[config.mk]
export PLATFORM = sky130hd
export DESIGN_NAME = priority_ready_queue_scheduler
export DESIGN_NICKNAME = d
export VERILOG_FILES = /design/src/rtl/prqs_pkg.sv /design/src/rtl/prqs_ctrl.sv /design/src/rtl/prqs_datapath.sv /design/src/rtl/priority_ready_queue_scheduler.sv
export VERILOG_INCLUDE_DIRS = /design/src /design/src/rtl
export SDC_FILE = /design/constraint.sdc
export NUM_CORES = 2
export LEC_CHECK = 0
export ABC_AREA = 1
export BUFFER_PORTS_ARGS = -buffer_cell sky130_fd_sc_hd__buf_2
export CORE_ASPECT_RATIO = 0.9
export CORE_MARGIN = 8
export CORE_UTILIZATION = 25
export DETAILED_ROUTE_END_ITERATION = 16
export PLACE_DENSITY_LB_ADDON = 0.15
export SLEW_MARGIN = 5
export SYNTH_ARGS = -nofsm -noshare
export SYNTH_HDL_FRONTEND = slang
export SYNTH_SLANG_ARGS = --single-unit
[constraint.sdc]
create_clock -name clk_i -period 9.7 [get_ports clk_i]
set_input_delay 0.485 -clock clk_i [delete_from_list [all_inputs] [get_ports clk_i]]
set_output_delay 0.485 -clock clk_i [all_outputs]
set_load 0.03 [all_outputs]
[src/rtl/priority_ready_queue_scheduler_assert.svh]
// Assertion macros shared by the scheduler modules.
`ifndef PRIORITY_READY_QUEUE_SCHEDULER_ASSERT_SVH
`define PRIORITY_READY_QUEUE_SCHEDULER_ASSERT_SVH

// Implication checked on every clock edge outside reset.
`define PRQS_ASSERT_IMP(label, clk, rst_n, ante, cons, msg) \
  label: assert property (@(posedge clk) disable iff (!rst_n) (ante) |-> (cons)) \
    else $error(msg);

// Implication whose consequent is checked in the following cycle.
`define PRQS_ASSERT_NEXT(label, clk, rst_n, ante, cons, msg) \
  label: assert property (@(posedge clk) disable iff (!rst_n) (ante) |=> (cons)) \
    else $error(msg);

`endif

[src/rtl/prqs_pkg.sv]
// ---------------------------------------------------------------------------
// prqs_pkg
// Types, sizes and codes shared by the priority ready queue scheduler.
// ---------------------------------------------------------------------------
`timescale 1ns / 1ps
package prqs_pkg;

  localparam int NumLevels    = 8;
  localparam int QueueDepth   = 16;
  localparam int NumTaskSlots = 64;
  localparam int MaxCores     = 16;

  localparam int LevelW = $clog2(NumLevels);
  localparam int PosW   = $clog2(QueueDepth);
  localparam int FillW  = $clog2(QueueDepth + 1);
  localparam int TaskW  = 6;
  localparam int SlotW  = $clog2(NumTaskSlots);
  localparam int CoreW  = $clog2(MaxCores);
  localparam int CntW   = $clog2(MaxCores + 1);
  localparam int LoadW  = 16;
  localparam int QAddrW = LevelW + PosW;

  typedef enum logic [1:0] {
    FUNC_CREATE   = 2'd0,
    FUNC_REMOVE   = 2'd1,
    FUNC_SCHEDULE = 2'd2,
    FUNC_SET      = 2'd3
  } func_e;

  typedef enum logic [1:0] {
    RS_WAITING  = 2'd0,
    RS_RUNNING  = 2'd1,
    RS_BLOCKED  = 2'd2,
    RS_FINISHED = 2'd3
  } run_state_e;

  typedef enum logic [1:0] {
    STAT_OK       = 2'd0,
    STAT_FULL     = 2'd1,
    STAT_NOTFOUND = 2'd2
  } status_e;

  typedef struct packed {
    logic [1:0] func;
    logic [5:0] task_id;
    logic [2:0] priority_req;
    logic [1:0] new_state;
  } in_item_t;

  typedef struct packed {
    logic [5:0] chosen_task;
    logic [3:0] chosen_core;
    logic       found;
    logic [5:0] previous_task;
    logic       switched;
    logic [1:0] status;
  } out_item_t;

  // Commands from controller to datapath.
  typedef struct packed {
    logic capture;     // latch the input item
    logic core_clr;    // restart core search
    logic core_step;   // examine next core
    logic tbl_rd;      // read task table for task_id
    logic create_wr;   // write table, queue, load for create
    logic rm_init;     // never asserted; tbl_rd sets the level for remove
    logic q_rd;        // issue queue read at scan pointer
    logic rm_cmp;      // compare queue data with task_id
    logic sh_wr;       // shift queue entry down one place
    logic rm_done;     // decrement fill
    logic sc_init;     // start schedule scan
    logic sc_eval;     // check state of queued task
    logic sc_next;     // advance schedule scan
    logic sc_commit;   // perform switch
    logic set_wr;      // write run state
    logic emit;        // present result
  } cmd_t;

  // Status from datapath to controller.
  typedef struct packed {
    logic core_last;   // core search finished
    logic id_ok;
    logic rm_hit;
    logic rm_end;      // scan pointer reached fill
    logic sh_end;      // shift finished
    logic sc_hit;
    logic sc_pos_end;  // level exhausted
    logic sc_lvl_end;  // all levels exhausted
    logic [1:0] func;
  } stat_t;

endpackage

[src/rtl/prqs_ctrl.sv]
// ---------------------------------------------------------------------------
// prqs_ctrl
// Sequencer that steps the datapath through one operation at a time.
// ---------------------------------------------------------------------------
`timescale 1ns / 1ps
`include "priority_ready_queue_scheduler_assert.svh"
module prqs_ctrl (
  input  logic           clk_i,
  input  logic           rst_ni,
  input  logic           start,
  output logic           busy,
  output prqs_pkg::cmd_t cmd_o,
  input  prqs_pkg::stat_t stat_i
);
  import prqs_pkg::*;

  typedef enum logic [12:0] {
    S_IDLE    = 13'h0001,
    S_CORE    = 13'h0002,
    S_CWR     = 13'h0004,
    S_TBL     = 13'h0008,
    S_RMRD    = 13'h0010,
    S_RMCMP   = 13'h0020,
    S_SHRD    = 13'h0040,
    S_SHWR    = 13'h0080,
    S_SCRD    = 13'h0100,
    S_SCTBL   = 13'h0200,
    S_SCEVAL  = 13'h0400,
    S_SCCOMMIT = 13'h0800,
    S_DONE    = 13'h1000
  } state_e;

  state_e state_q, state_d;

  assign busy = (state_q != S_IDLE);

  // Next state and command decode.
  always_comb begin
    state_d = state_q;
    cmd_o = '0;
    case (state_q)
      S_IDLE: begin
        if (start) begin
          cmd_o.capture = 1'b1;
          cmd_o.core_clr = 1'b1;
          state_d = S_TBL;
        end
      end
      S_TBL: begin
        // Task table read for the latched task_id; schedule starts its scan, set writes the state.
        cmd_o.tbl_rd = 1'b1;
        case (func_e'(stat_i.func))
          FUNC_CREATE:   state_d = stat_i.id_ok ? S_CORE : S_DONE;
          FUNC_REMOVE:   state_d = stat_i.id_ok ? S_RMRD : S_DONE;
          FUNC_SCHEDULE: begin
            cmd_o.sc_init = 1'b1;
            state_d = S_SCRD;
          end
          default: begin
            cmd_o.set_wr = 1'b1;
            state_d = S_DONE;
          end
        endcase
      end
      S_CORE: begin
        cmd_o.core_step = 1'b1;
        if (stat_i.core_last) state_d = S_CWR;
      end
      S_CWR: begin
        cmd_o.create_wr = 1'b1;
        state_d = S_DONE;
      end
      S_RMRD: begin
        // The first visit follows the table read, which set up the level; later visits follow a compare miss.
        cmd_o.rm_init = 1'b0;
        if (stat_i.rm_end) begin
          state_d = S_DONE;
        end else begin
          cmd_o.q_rd = 1'b1;
          state_d = S_RMCMP;
        end
      end
      S_RMCMP: begin
        cmd_o.rm_cmp = 1'b1;
        state_d = stat_i.rm_hit ? S_SHRD : S_RMRD;
      end
      S_SHRD: begin
        if (stat_i.sh_end) begin
          cmd_o.rm_done = 1'b1;
          state_d = S_DONE;
        end else begin
          cmd_o.q_rd = 1'b1;
          state_d = S_SHWR;
        end
      end
      S_SHWR: begin
        cmd_o.sh_wr = 1'b1;
        state_d = S_SHRD;
      end
      S_SCRD: begin
        if (stat_i.sc_lvl_end) begin
          state_d = S_DONE;
        end else if (stat_i.sc_pos_end) begin
          cmd_o.sc_next = 1'b1;
        end else begin
          cmd_o.q_rd = 1'b1;
          state_d = S_SCTBL;
        end
      end
      S_SCTBL: begin
        cmd_o.sc_eval = 1'b1;
        state_d = S_SCEVAL;
      end
      S_SCEVAL: begin
        if (stat_i.sc_hit) begin
          state_d = S_SCCOMMIT;
        end else begin
          cmd_o.sc_next = 1'b1;
          state_d = S_SCRD;
        end
      end
      S_SCCOMMIT: begin
        cmd_o.sc_commit = 1'b1;
        state_d = S_DONE;
      end
      S_DONE: begin
        cmd_o.emit = 1'b1;
        state_d = S_IDLE;
      end
      default: state_d = S_IDLE;
    endcase
  end

  always_ff @(posedge clk_i or negedge rst_ni) begin
    if (!rst_ni) begin
      state_q <= S_IDLE;
    end else begin
      state_q <= state_d;
    end
  end

  `PRQS_ASSERT_IMP(a_onehot, clk_i, rst_ni, 1'b1, $onehot(state_q), "state not one-hot")
  `PRQS_ASSERT_NEXT(a_emit_idle, clk_i, rst_ni, cmd_o.emit, state_q == S_IDLE,
                    "emit not followed by idle")
  `PRQS_ASSERT_NEXT(a_start_busy, clk_i, rst_ni, start && !busy, busy,
                    "accepted item did not raise busy")

endmodule

[src/rtl/prqs_datapath.sv]
// ---------------------------------------------------------------------------
// prqs_datapath
// Task table, ready queue memory, load counters and scan pointers.
// ---------------------------------------------------------------------------
`timescale 1ns / 1ps
`include "priority_ready_queue_scheduler_assert.svh"
module prqs_datapath (
  input  logic                clk_i,
  input  logic                rst_ni,
  input  prqs_pkg::in_item_t  item_i,
  input  logic                cfg_we_i,
  input  logic [4:0]          cfg_wdata_i,
  input  prqs_pkg::cmd_t      cmd_i,
  output prqs_pkg::stat_t     stat_o,
  output logic                res_valid_o,
  output prqs_pkg::out_item_t res_o
);
  import prqs_pkg::*;

  // Task table and ready queue memories.
  logic [LevelW-1:0] lvl_mem [NumTaskSlots];
  logic [CoreW-1:0]  core_mem [NumTaskSlots];
  logic [1:0]        rs_mem [NumTaskSlots];
  logic [TaskW-1:0]  q_mem [NumLevels*QueueDepth];

  in_item_t          item_q;
  logic [4:0]        core_cnt_q;
  logic [FillW-1:0]  fill_q [NumLevels];
  logic [LoadW-1:0]  load_q [MaxCores];
  logic [TaskW-1:0]  cur_q;
  logic              cur_v_q;

  logic [CntW-1:0]   ci_q;
  logic [CoreW-1:0]  best_q;
  logic              zero_found_q;
  logic [LevelW-1:0] lvl_q;
  logic [FillW-1:0]  pos_q;
  logic              lvl_end_q;
  logic [TaskW-1:0]  qd_q;
  logic [CoreW-1:0]  tc_q;
  logic [1:0]        rs_q;
  logic              hit_q;
  logic              full_q;
  logic              res_v_q;
  out_item_t         res_q;

  logic [CntW-1:0]   ncores;
  logic              id_ok;
  logic [QAddrW-1:0] qaddr;
  logic [LevelW-1:0] plevel;
  logic [CoreW-1:0]  ci_idx;

  // Blocking of the switched-out task happens on the cycle after commit
  // using the held previous id.
  logic              blk_q;
  logic [TaskW-1:0]  blk_id_q;

  // Effective core count clamp.
  always_comb begin
    if (core_cnt_q == 5'd0) ncores = CntW'(1);
    else if (32'(core_cnt_q) > MaxCores) ncores = CntW'(MaxCores);
    else ncores = CntW'(core_cnt_q);
  end

  assign id_ok  = 32'(item_q.task_id) < NumTaskSlots;
  assign ci_idx = ci_q[CoreW-1:0];
  assign qaddr  = {lvl_q, pos_q[PosW-1:0]};
  assign plevel = (32'(item_q.priority_req) >= NumLevels) ? LevelW'(NumLevels - 1)
                : LevelW'(item_q.priority_req);

  assign stat_o.core_last  = zero_found_q || (ci_q >= ncores);
  assign stat_o.id_ok      = id_ok;
  assign stat_o.rm_hit     = (qd_q == item_q.task_id);
  assign stat_o.rm_end     = pos_q >= fill_q[lvl_q];
  assign stat_o.sh_end     = pos_q >= fill_q[lvl_q];
  assign stat_o.sc_hit     = (rs_q != RS_RUNNING) && (rs_q != RS_FINISHED);
  assign stat_o.sc_pos_end = pos_q >= fill_q[lvl_q];
  assign stat_o.sc_lvl_end = lvl_end_q;
  assign stat_o.func       = item_q.func;

  // Configuration register.
  always_ff @(posedge clk_i or negedge rst_ni) begin
    if (!rst_ni) begin
      core_cnt_q <= 5'd1;
    end else if (cfg_we_i) begin
      core_cnt_q <= cfg_wdata_i;
    end
  end

  // Memories: table and queue writes, registered reads.
  always_ff @(posedge clk_i) begin
    if (cmd_i.capture) begin
      item_q <= item_i;
    end
    if (cmd_i.create_wr) begin
      lvl_mem[item_q.task_id[SlotW-1:0]]  <= plevel;
      core_mem[item_q.task_id[SlotW-1:0]] <= best_q;
      if (32'(fill_q[plevel]) < QueueDepth) begin
        q_mem[{plevel, fill_q[plevel][PosW-1:0]}] <= item_q.task_id;
      end
    end
    if (cmd_i.q_rd) begin
      qd_q <= q_mem[qaddr];
    end
    if (cmd_i.sh_wr) begin
      q_mem[{lvl_q, PosW'(pos_q - FillW'(1))}] <= qd_q;
    end
    if (cmd_i.sc_eval) begin
      rs_q <= rs_mem[qd_q[SlotW-1:0]];
      tc_q <= core_mem[qd_q[SlotW-1:0]];
    end
  end

  // Run state memory: one write port, muxed by operation.
  always_ff @(posedge clk_i) begin
    if (cmd_i.create_wr) begin
      rs_mem[item_q.task_id[SlotW-1:0]] <= RS_WAITING;
    end else if (cmd_i.set_wr && id_ok) begin
      rs_mem[item_q.task_id[SlotW-1:0]] <= item_q.new_state;
    end else if (cmd_i.sc_commit) begin
      rs_mem[qd_q[SlotW-1:0]] <= RS_RUNNING;
    end else if (blk_q) begin
      rs_mem[blk_id_q[SlotW-1:0]] <= RS_BLOCKED;
    end
  end

  // Switch-out flag and the id it applies to.
  always_ff @(posedge clk_i or negedge rst_ni) begin
    if (!rst_ni) begin
      blk_q <= 1'b0;
    end else begin
      blk_q <= cmd_i.sc_commit && cur_v_q && (cur_q != qd_q);
    end
  end
  always_ff @(posedge clk_i) begin
    if (cmd_i.sc_commit) blk_id_q <= cur_q;
  end

  // Control registers: fills, loads, scan pointers and current task.
  always_ff @(posedge clk_i or negedge rst_ni) begin
    if (!rst_ni) begin
      for (int i = 0; i < NumLevels; i++) fill_q[i] <= '0;
      for (int i = 0; i < MaxCores; i++) load_q[i] <= '0;
      cur_q <= '0;
      cur_v_q <= 1'b0;
      ci_q <= '0;
      best_q <= '0;
      zero_found_q <= 1'b0;
      lvl_q <= '0;
      pos_q <= '0;
      lvl_end_q <= 1'b0;
      hit_q <= 1'b0;
      full_q <= 1'b0;
    end else begin
      if (cmd_i.core_clr) begin
        ci_q <= '0;
        best_q <= '0;
        zero_found_q <= 1'b0;
      end
      if (cmd_i.core_step && !stat_o.core_last) begin
        if (load_q[ci_idx] == '0) begin
          zero_found_q <= 1'b1;
          best_q <= ci_idx;
        end else if (load_q[ci_idx] < load_q[best_q]) begin
          best_q <= ci_idx;
        end
        ci_q <= ci_q + CntW'(1);
      end
      if (cmd_i.create_wr) begin
        // The level is full if it had no room before this create.
        full_q <= !(32'(fill_q[plevel]) < QueueDepth);
        if (32'(fill_q[plevel]) < QueueDepth) fill_q[plevel] <= fill_q[plevel] + FillW'(1);
        if (load_q[best_q] != '1) load_q[best_q] <= load_q[best_q] + LoadW'(1);
      end
      if (cmd_i.tbl_rd) begin
        hit_q <= 1'b0;
        pos_q <= '0;
        lvl_q <= lvl_mem[item_q.task_id[SlotW-1:0]];
      end
      if (cmd_i.rm_cmp) begin
        hit_q <= (qd_q == item_q.task_id);
        pos_q <= pos_q + FillW'(1);
      end
      if (cmd_i.sh_wr) begin
        pos_q <= pos_q + FillW'(1);
      end
      if (cmd_i.rm_done) begin
        fill_q[lvl_q] <= fill_q[lvl_q] - FillW'(1);
      end
      if (cmd_i.sc_init) begin
        lvl_q <= LevelW'(NumLevels - 1);
        pos_q <= '0;
        lvl_end_q <= 1'b0;
      end
      if (cmd_i.sc_next) begin
        if (stat_o.sc_pos_end || !cmd_i.sc_eval) begin
          if (stat_o.sc_pos_end) begin
            if (lvl_q == '0) lvl_end_q <= 1'b1;
            else lvl_q <= lvl_q - LevelW'(1);
            pos_q <= '0;
          end else begin
            pos_q <= pos_q + FillW'(1);
          end
        end
      end
      if (cmd_i.sc_commit) begin
        cur_q <= qd_q;
        cur_v_q <= 1'b1;
      end
    end
  end

  // Result assembly.
  always_ff @(posedge clk_i or negedge rst_ni) begin
    if (!rst_ni) begin
      res_v_q <= 1'b0;
    end else begin
      res_v_q <= cmd_i.emit;
    end
  end

  always_ff @(posedge clk_i) begin
    if (cmd_i.emit) begin
      res_q <= '0;
      res_q.chosen_task <= item_q.task_id;
      case (func_e'(item_q.func))
        FUNC_CREATE: begin
          if (!id_ok) begin
            res_q.status <= STAT_NOTFOUND;
          end else begin
            res_q.chosen_core <= best_q;
            res_q.status <= full_q ? STAT_FULL : STAT_OK;
          end
        end
        FUNC_REMOVE: begin
          res_q.found  <= hit_q;
          res_q.status <= hit_q ? STAT_OK : STAT_NOTFOUND;
        end
        FUNC_SCHEDULE: begin
          if (lvl_end_q) begin
            res_q.chosen_task <= '0;
            res_q.status <= STAT_NOTFOUND;
          end else begin
            res_q.chosen_task   <= qd_q;
            res_q.chosen_core   <= tc_q;
            res_q.found         <= 1'b1;
            res_q.previous_task <= blk_q ? blk_id_q : '0;
            res_q.switched      <= blk_q;
          end
        end
        default: begin
          res_q.status <= id_ok ? STAT_OK : STAT_NOTFOUND;
        end
      endcase
    end
  end

  assign res_valid_o = res_v_q;
  assign res_o = res_q;

  `PRQS_ASSERT_IMP(a_fill_max, clk_i, rst_ni, 1'b1, 32'(fill_q[lvl_q]) <= QueueDepth,
                   "queue fill above depth")
  `PRQS_ASSERT_NEXT(a_commit_cur, clk_i, rst_ni, cmd_i.sc_commit, cur_v_q,
                    "commit did not set current task")
  `PRQS_ASSERT_IMP(a_rm_nonempty, clk_i, rst_ni, cmd_i.rm_done, fill_q[lvl_q] != '0,
                   "remove from empty queue")

endmodule

[src/rtl/priority_ready_queue_scheduler.sv]
// ---------------------------------------------------------------------------
// priority_ready_queue_scheduler
// Fixed-priority task scheduler with per-level ready queues.
// ---------------------------------------------------------------------------
// Usage: drive item_i and raise start while busy is low; the item is taken at
// that edge and busy stays high until the result is out. The result appears
// on result_o for exactly one cycle with result_valid_o high and cannot be
// stalled. The core_count register must be written through cfg_we_i and
// cfg_wdata_i only while the block is idle; the block does not enforce it.
// Create scans the core loads serially; set writes the run state in the table
// read state; remove scans its level and then shifts the later entries down;
// schedule scans the levels from the highest down, entry by entry, and stops at
// the first task that is neither running nor finished. The ready queue memory
// is single-ported. One item is in flight at a time.
// Reset clears the queue fills, the core loads, the current task and sets
// core_count to one; the task table and queue contents are not cleared.
// ---------------------------------------------------------------------------
`timescale 1ns / 1ps
module priority_ready_queue_scheduler (
  input  logic                clk_i,
  input  logic                rst_ni,
  input  logic                start,
  output logic                busy,
  input  prqs_pkg::in_item_t  item_i,
  input  logic                cfg_we_i,
  input  logic [4:0]          cfg_wdata_i,
  output logic                result_valid_o,
  output prqs_pkg::out_item_t result_o
);
  import prqs_pkg::*;

  cmd_t  cmd;
  stat_t stat;

  prqs_ctrl u_ctrl (
    .clk_i  (clk_i),
    .rst_ni (rst_ni),
    .start  (start),
    .busy   (busy),
    .cmd_o  (cmd),
    .stat_i (stat)
  );

  prqs_datapath u_dp (
    .clk_i       (clk_i),
    .rst_ni      (rst_ni),
    .item_i      (item_i),
    .cfg_we_i    (cfg_we_i),
    .cfg_wdata_i (cfg_wdata_i),
    .cmd_i       (cmd),
    .stat_o      (stat),
    .res_valid_o (result_valid_o),
    .res_o       (result_o)
  );

endmodule

Yosys cells after proc, flatten, opt, wreduce, memory -nomap -nowiden. Memories as Yosys holds them, arrays and structs flattened. A register that Yosys moved wholly into a read port is not among the register bits. Index checks and enable logic that the tools add are counted.

Bits in registers: 383. ROM bits: 0. Word-level logic and storage cells: 258. Bits in latches: 0. Memory bits (writable): 1344. Memories kept: 4. Input bits: 22. Output and inout bits: 22.

Div/mod/pow operators: 0. Mux-type cells: 127. Bitwise logic cells: 7. Shifts and indexed selects: 0. Add/subtract/negate cells: 7. Equality and inequality tests: 24. Reductions and logical operators: 28. Multiply operators: 0. $lt $le $gt $ge: 12.

Memories: u_dp.q_mem (depth 128, width 6, rd ports 1, clocked after memory_dff 1, write ports 1, line prqs_datapath.sv:24) `logic [TaskW-1:0] q_mem [NumLevels*QueueDepth];`; u_dp.core_mem (depth 64, width 4, rd ports 1, clocked after memory_dff 1, write ports 1, line prqs_datapath.sv:22) `logic [CoreW-1:0] core_mem [NumTaskSlots];`; u_dp.lvl_mem (depth 64, width 3, rd ports 1, clocked after memory_dff 1, write ports 1, line prqs_datapath.sv:21) `logic [LevelW-1:0] lvl_mem [NumTaskSlots];`; u_dp.rs_mem (depth 64, width 2, rd ports 1, clocked after memory_dff 1, write ports 1, line prqs_datapath.sv:23) `logic [1:0] rs_mem [NumTaskSlots];`.

Operator list (count): bitwise mux 256 bit (1); case mux 13 bit (11 select lines) (1); binary-select mux 16 bit (select 4 bit) (2); two-way mux 40 bit (3); two-way mux 5 bit (17); bitwise mux 40 bit (2); two-way mux 16 bit (5); two-way mux 13 bit (6); demux 16 bit (select 4 bit) (1); two-way mux 1 bit (51); two-way mux 6 bit (7); case mux 13 bit (3 select lines) (1); binary-select mux 5 bit (select 3 bit) (2); demux 5 bit (select 3 bit) (2); two-way mux 12 bit (2); two-way mux 3 bit (6); adder 16 x 1 -> 16 bit (second input constant) (1); zero test 16 bit (1); less-than comparator 16 bit (1); two-way mux 4 bit (4); inequality test 16 bit (second input constant) (1); adder 5 x 1 -> 5 bit (second input constant) (3); two-way mux 2 bit (7); two-way mux 7 bit (2); 50 further kinds (76).

Logic depth before layout (Yosys ltp).
Word-level depth: 10. Gate-level depth with buffers: 21. Gate-level depth less buffers: 21.

Cells and area by module. From an unflattened synthesis, not the netlist that was laid out.

Cells, all modules: 8849. Area total of the unflattened synthesis: 82319.0 um^2.

Modules (own cells, without submodules): prqs_datapath (sequential area each 48312.6 um^2, cells an instance 8703, area an instance 81331.8 um^2, times used 1); prqs_ctrl (sequential area each 326.6 um^2, cells an instance 146, area an instance 987.2 um^2, times used 1).

Least setup slack after synthesis. OpenSTA, ideal clock, no wires.

Path kind: flip-flop to flip-flop. Start point: register u_ctrl.state_q[0]. End point: memory u_dp.q_mem[0][0] (data pin). Setup slack: 2162 ps. Cell stages (with the launch flop): 9. Buffers on the path: 2. Clock period less this slack: 7538 ps. Setup time: 1197 ps. Data required time: 8503 ps. Data arrival time: 6341 ps. Path through: dfstp_2 -> nor2_1 -> inv_1 -> nor2_1 -> nand2_1 -> nor2_1 -> clkbuf_1 -> clkbuf_1 -> o21ai_0.

Cells in the longest elaborated chain, start to end: 6.

RTL lines: start, declared (line prqs_ctrl.sv:33) `state_e state_q, state_d;`; start signal, assigned (line prqs_ctrl.sv:138) `state_q <= state_d;`; equality test 13 x 8 -> 1 bit (line prqs_ctrl.sv:41) `case (state_q)`; two-way mux 1 bit (line prqs_ctrl.sv:41); two-way mux 1 bit (line prqs_datapath.sv:105) `if (cmd_i.sh_wr) begin`; two-way mux 1 bit (implied by the code) (line prqs_datapath.sv:106) `q_mem[{lvl_q, PosW'(pos_q - FillW'(1))}] <= qd_q;`; OR reduction 6 bit (no line); two-way mux 6 bit (no line); end, declared (line prqs_datapath.sv:24).

Every way passes these cells.

Worst setup path in the final report.
Start point: register u_dp.best_q[1]. End point: register u_dp.load_q[93] in the netlist's numbering.

Cells in the longest elaborated chain, start to end: 6. Elaborated cells on any way between the ends: 13. Those cells by class: 1 x add/sub; 2 x order compare; 1 x eq/ne; 6 x mux; 1 x bitwise; 2 x reduce/logical.

RTL lines: start, declared (line prqs_datapath.sv:34) `logic [CoreW-1:0] best_q;`; start signal, assigned (line prqs_datapath.sv:163) `best_q <= ci_idx;`; start signal, assigned (line prqs_datapath.sv:165) `best_q <= ci_idx;`; NOT 4 -> 5 bit (implied by the code) (*) (line prqs_datapath.sv:173) `if (load_q[best_q] != '1) load_q[best_q] <= load_q[best_q] + LoadW'(1);`; binary-select mux 16 bit (select 4 bit), or another cell as far along (line prqs_datapath.sv:173); two-way mux 16 bit (implied by the code) or logical AND 1 bit (tied branches) (line prqs_datapath.sv:173); two-way mux 16 bit (implied by the code) (line prqs_datapath.sv:173); adder 16 x 1 -> 16 bit, or another cell as far along (line prqs_datapath.sv:173); bitwise mux 256 bit or AND reduction 2 bit (tied branches); end, declared (line prqs_datapath.sv:29) `logic [LoadW-1:0] load_q [MaxCores];`.

Mark *: on every way between the ends. The rest lies on a longest branch, timed or not. The select of a mux whose other input is x is not followed. A chain may end at the register's enable or synchronous reset.

==> reports/metrics.yaml <==
floorplan:
  start_util: 0.250
  dieArea_sq_um: 312000
  io_pins: 44
  coreArea_sq_um: 293000
  die_w_um: 587
  rows: 189
  fp.dieH_um: 530
cts:
  clk_latency_ns: 0.88
  cts_root_buf: "clkbuf_16"
  cts_setup_buffers: 0
  clock-sinks: 1679
  ctsResizeCount: 0
  path_clk_slew_ns: 0.06
  cts_tree: "done"
  cts_buffers: 196
  clock_path_buffers: 4
  h-tree-depth: 4
logic_synthesis:
  syn_area_sq_um: 73500
  yosysSeqAreaShare: 0.662
  yosys_warnings: 0
  syn_area_per_cell_sq_um: 10.7
  synthCells: 6877
  synth_fp_nets: 6939
  synth.distinct_cells: 67
  synth.area.top_cells: "edfxtp_1, dfrtp_1, o21ai_0"
  synth-seq-cells: 1679
  synth_area_leader_cell: "edfxtp_1"
  synth_top_area_share: 0.543
critical_path:
  reg2reg_to: "u_dp.load_q[93]"
  r2r_start: "u_dp.best_q[1]"
  rrSetupSlack_ns: 4.33
  worstSetupPathType: "reg -> reg"
  critPathLaunchType: "flop"
  arrival_ns: 6.10
  end_kind: "flop"
  crit_path_max_fanout: 72
  r2r_cells: 19
  required_ns: 10.42
pwr:
  switchingPower_mw: 4.85
  p_clk_frac: 0.411
  switching_share: 0.277
  irDropWorstVdd_mv: 0.137
  p_comb_frac: 0.122
  p_int_mw: 12.7
  leakagePower_nw: 29.1
  power_density_nw_per_um2: 209
  power_frac_seq: 0.468
route:
  wl_met2_um: 112000
  ant_nets: 0
  firstDrtPassIters: 6
  vias: 52461
  routed_via_density: 4.82
  drt-initial-drc-count: 4860
  met1_length_um: 117000
  drc: 0
  wl_met3_um: 12200
  routed_wl_um: 248000
  top_layer_used: "met4"
  wl_per_cell_um: 22.8
status:
  status: "finished clean"
sta:
  final.period_utilization: 0.554
  setup_violations: 0
  grt_setup_unrepaired: "no"
  fin_skew_ns: 0.0797
  min_period_ns: 5.37
  report.final.hold_viol_count: 0
  slew_violations: 0
  slew_headroom: 0.218
  tns_ns: 0
  tightestPinTransition_ns: 1.16
  max_freq_mhz: 186
grt:
  grt_max_degree: 135
  antenna_found_initial: 3
  grtUsageTotal: 0.153
  grt-ovfl-total: 0
  grt_pass1_vias: 50970
  grt_pass1_wl_um: 360000
final_layout:
  final_util: 0.287
  syn2layout_area_growth_pct: 14.4
  regArea_sq_um: 48700
  multi_input_area_sq_um: 21900
  finalNetCount: 6880
  drive_gt1_frac: 0.0795
  fill_cells: 30427
placement:
  numPortBuffers: 42
  hpwl_um: 143000
  gp_congestion: 0.818
worst_hold_path:
  hp-class: "in -> async"
job:
  maxCapViolCount: 0
## synthesized netlist by cell type (all sizes together)
library cell  count
a211o             1
a211oi            7
a21boi            2
a21o              2
a21oi           121
a221oi            9
a22o              1
a22oi            73
a31oi             2
a32o              1
a41oi             1
buf              81
clkbuf          356
clkinv            4
dfrtp           342
dfstp             2
dfxtp             6
edfxtp         1329
ha               40
inv             279
mux2              1
mux2i             1
nand2          1026
nand3           186
nand3b            2
nand4            25
nor2           1229
nor3             28
nor3b             1
nor4              8
o2111ai          11
o211ai           79
o21a              5
o21ai          1183
o21bai            2
o221a             1
o221ai          122
o22ai           261
o2bb2ai           2
o311ai            1
o31ai             3
o32ai             5
or2               8
xnor2             6
xor2             22
## power groups by stage
stage / clock network [mW] / registers [mW] / logic (mW)
2_1_floorplan: 0 / 8.35 / 1.20
3_3_place_gp: 0 / 8.35 / 2.14
3_5_place_dp: 0 / 8.35 / 2.14
4_1_cts: 7.40 / 8.20 / 2.16
5_1_grt: 7.67 / 8.21 / 2.33
6_report: 7.21 / 8.20 / 2.13
## worst max-delay path by stage
stage	startpoint	end	slack [ns]	cells past startpoint
CTS	u_dp.best_q[1]	u_dp.load_q[91]	4.26	19
detailed placement	u_dp.best_q[1]	u_dp.load_q[90]	4.28	19
floorplan	u_ctrl.state_q[0]	u_dp.q_mem[0][0]	2.16	8
finish	u_dp.best_q[1]	u_dp.load_q[93]	4.33	19
global placement	u_dp.best_q[1]	u_dp.load_q[93]	4.33	19
global route	u_dp.best_q[1]	u_dp.load_q[91]	3.91	19
## cell type report
cell class	count	share of cell area
Clock inverter	107	0.0107
Tap cell	3915	0.0583
Inverter	283	0.0130
Multi-Input combinational cell	4478	0.261
Timing Repair Buffer	180	0.0165
Clock buffer	241	0.0619
Sequential cell	1679	0.579
Antenna cell	2	0.0000595
## state kept, by name (all words and copies together) (netlist names), 2 cells and up, named ones only
| name | cells |
|---|---|
| u_dp.q_mem | 768 |
| u_dp.core_cnt_q | 5 |
| u_dp.stat_o | 2 |
| u_dp.lvl_q | 3 |
| u_dp.tc_q | 4 |
| u_dp.rs_mem | 64 |
| u_dp.best_q | 4 |
| u_dp.item_q | 7 |
| u_dp.lvl_mem | 192 |
| u_dp.core_mem | 256 |
| u_dp.pos_q | 5 |
| u_dp.ci_q | 5 |
| u_dp.blk_id_q | 6 |
| u_dp.cur_q | 6 |
| u_ctrl.state_q | 13 |
| u_dp.res_o | 20 |
| u_dp.load_q | 256 |
| u_dp.plevel | 3 |
| u_dp.qd_q | 6 |
| u_dp.fill_q | 40 |
## through the flow
| stage | cell area (sq um) | hold WS (ns) | setup WS, ns | power, mW | instances |
|---|---|---|---|---|---|
| 2_1_floorplan | 73500 | 0.189 | 2.16 | 9.55 | 6877 |
| 3_3_place_gp | 77700 | 0.430 | 4.33 | 10.5 | 10508 |
| 3_5_place_dp | 77700 | 0.429 | 4.28 | 10.5 | 10508 |
| 4_1_cts | 84100 | 0.254 | 4.26 | 17.8 | 10883 |
| 5_1_grt | 84100 | 0.289 | 3.91 | 18.2 | 10884 |
| 6_report | 84100 | 0.325 | 4.33 | 17.5 | 10885 |
## kinds of logic after synthesis
logic type	share of synthesized area
DFF	0.662
buffers and inverters	0.0411
and+or+nand+nor	0.138
muxes	0.000289
AOI/OAI and AO/OA	0.148
adders and majority gates	0.00681
xor gates and xnor gates	0.00375
## cell usage in the layout, fill, tap and decap left out, drive strengths merged, types with 40 or more instances in the layout
cell type	n
a21oi	121
a22oi	73
buf	153
clkbuf	241
clkinv	94
dfrtp	342
edfxtp	1329
ha	40
inv	279
nand2	1026
nand3	186
nor2	1229
o211ai	79
o21ai	1183
o221ai	122
o22ai	261
## critical path, cell delays in order, from the launching register on
cell and delay, ns:
dfrtp_2 0.38, buf_4 0.69, inv_2 0.24, nor2_4 0.13, buf_4 0.49, inv_1 0.08
buf_4 0.30, o21ai_0 0.21, o21ai_0 0.15, nand4_1 0.32, ha_1 0.31, inv_1 0.08
nor2_1 0.10, nand2_1 0.10, nor3_4 0.20, nand2_4 0.28, nand3_2 0.63, inv_1 0.30
nand2_1 0.14, nand2_1 0.06
## repair_timing
action	CTS	global route
hold endpoints to repair	125	0
hold buffers	27	0
endpoints found under the setup margin	0	0
## per-layer routing
| layer | up-vias | track usage |
|---|---|---|
| met3 | 362 | 0.0217 |
| met2 | 1401 | 0.245 |
| met1 | 26279 | 0.218 |
| li1 | 24419 | - |
| met4 | 0 | 0.0395 |
| met5 | - | 0 |
(Power assumes the default switching activity.)
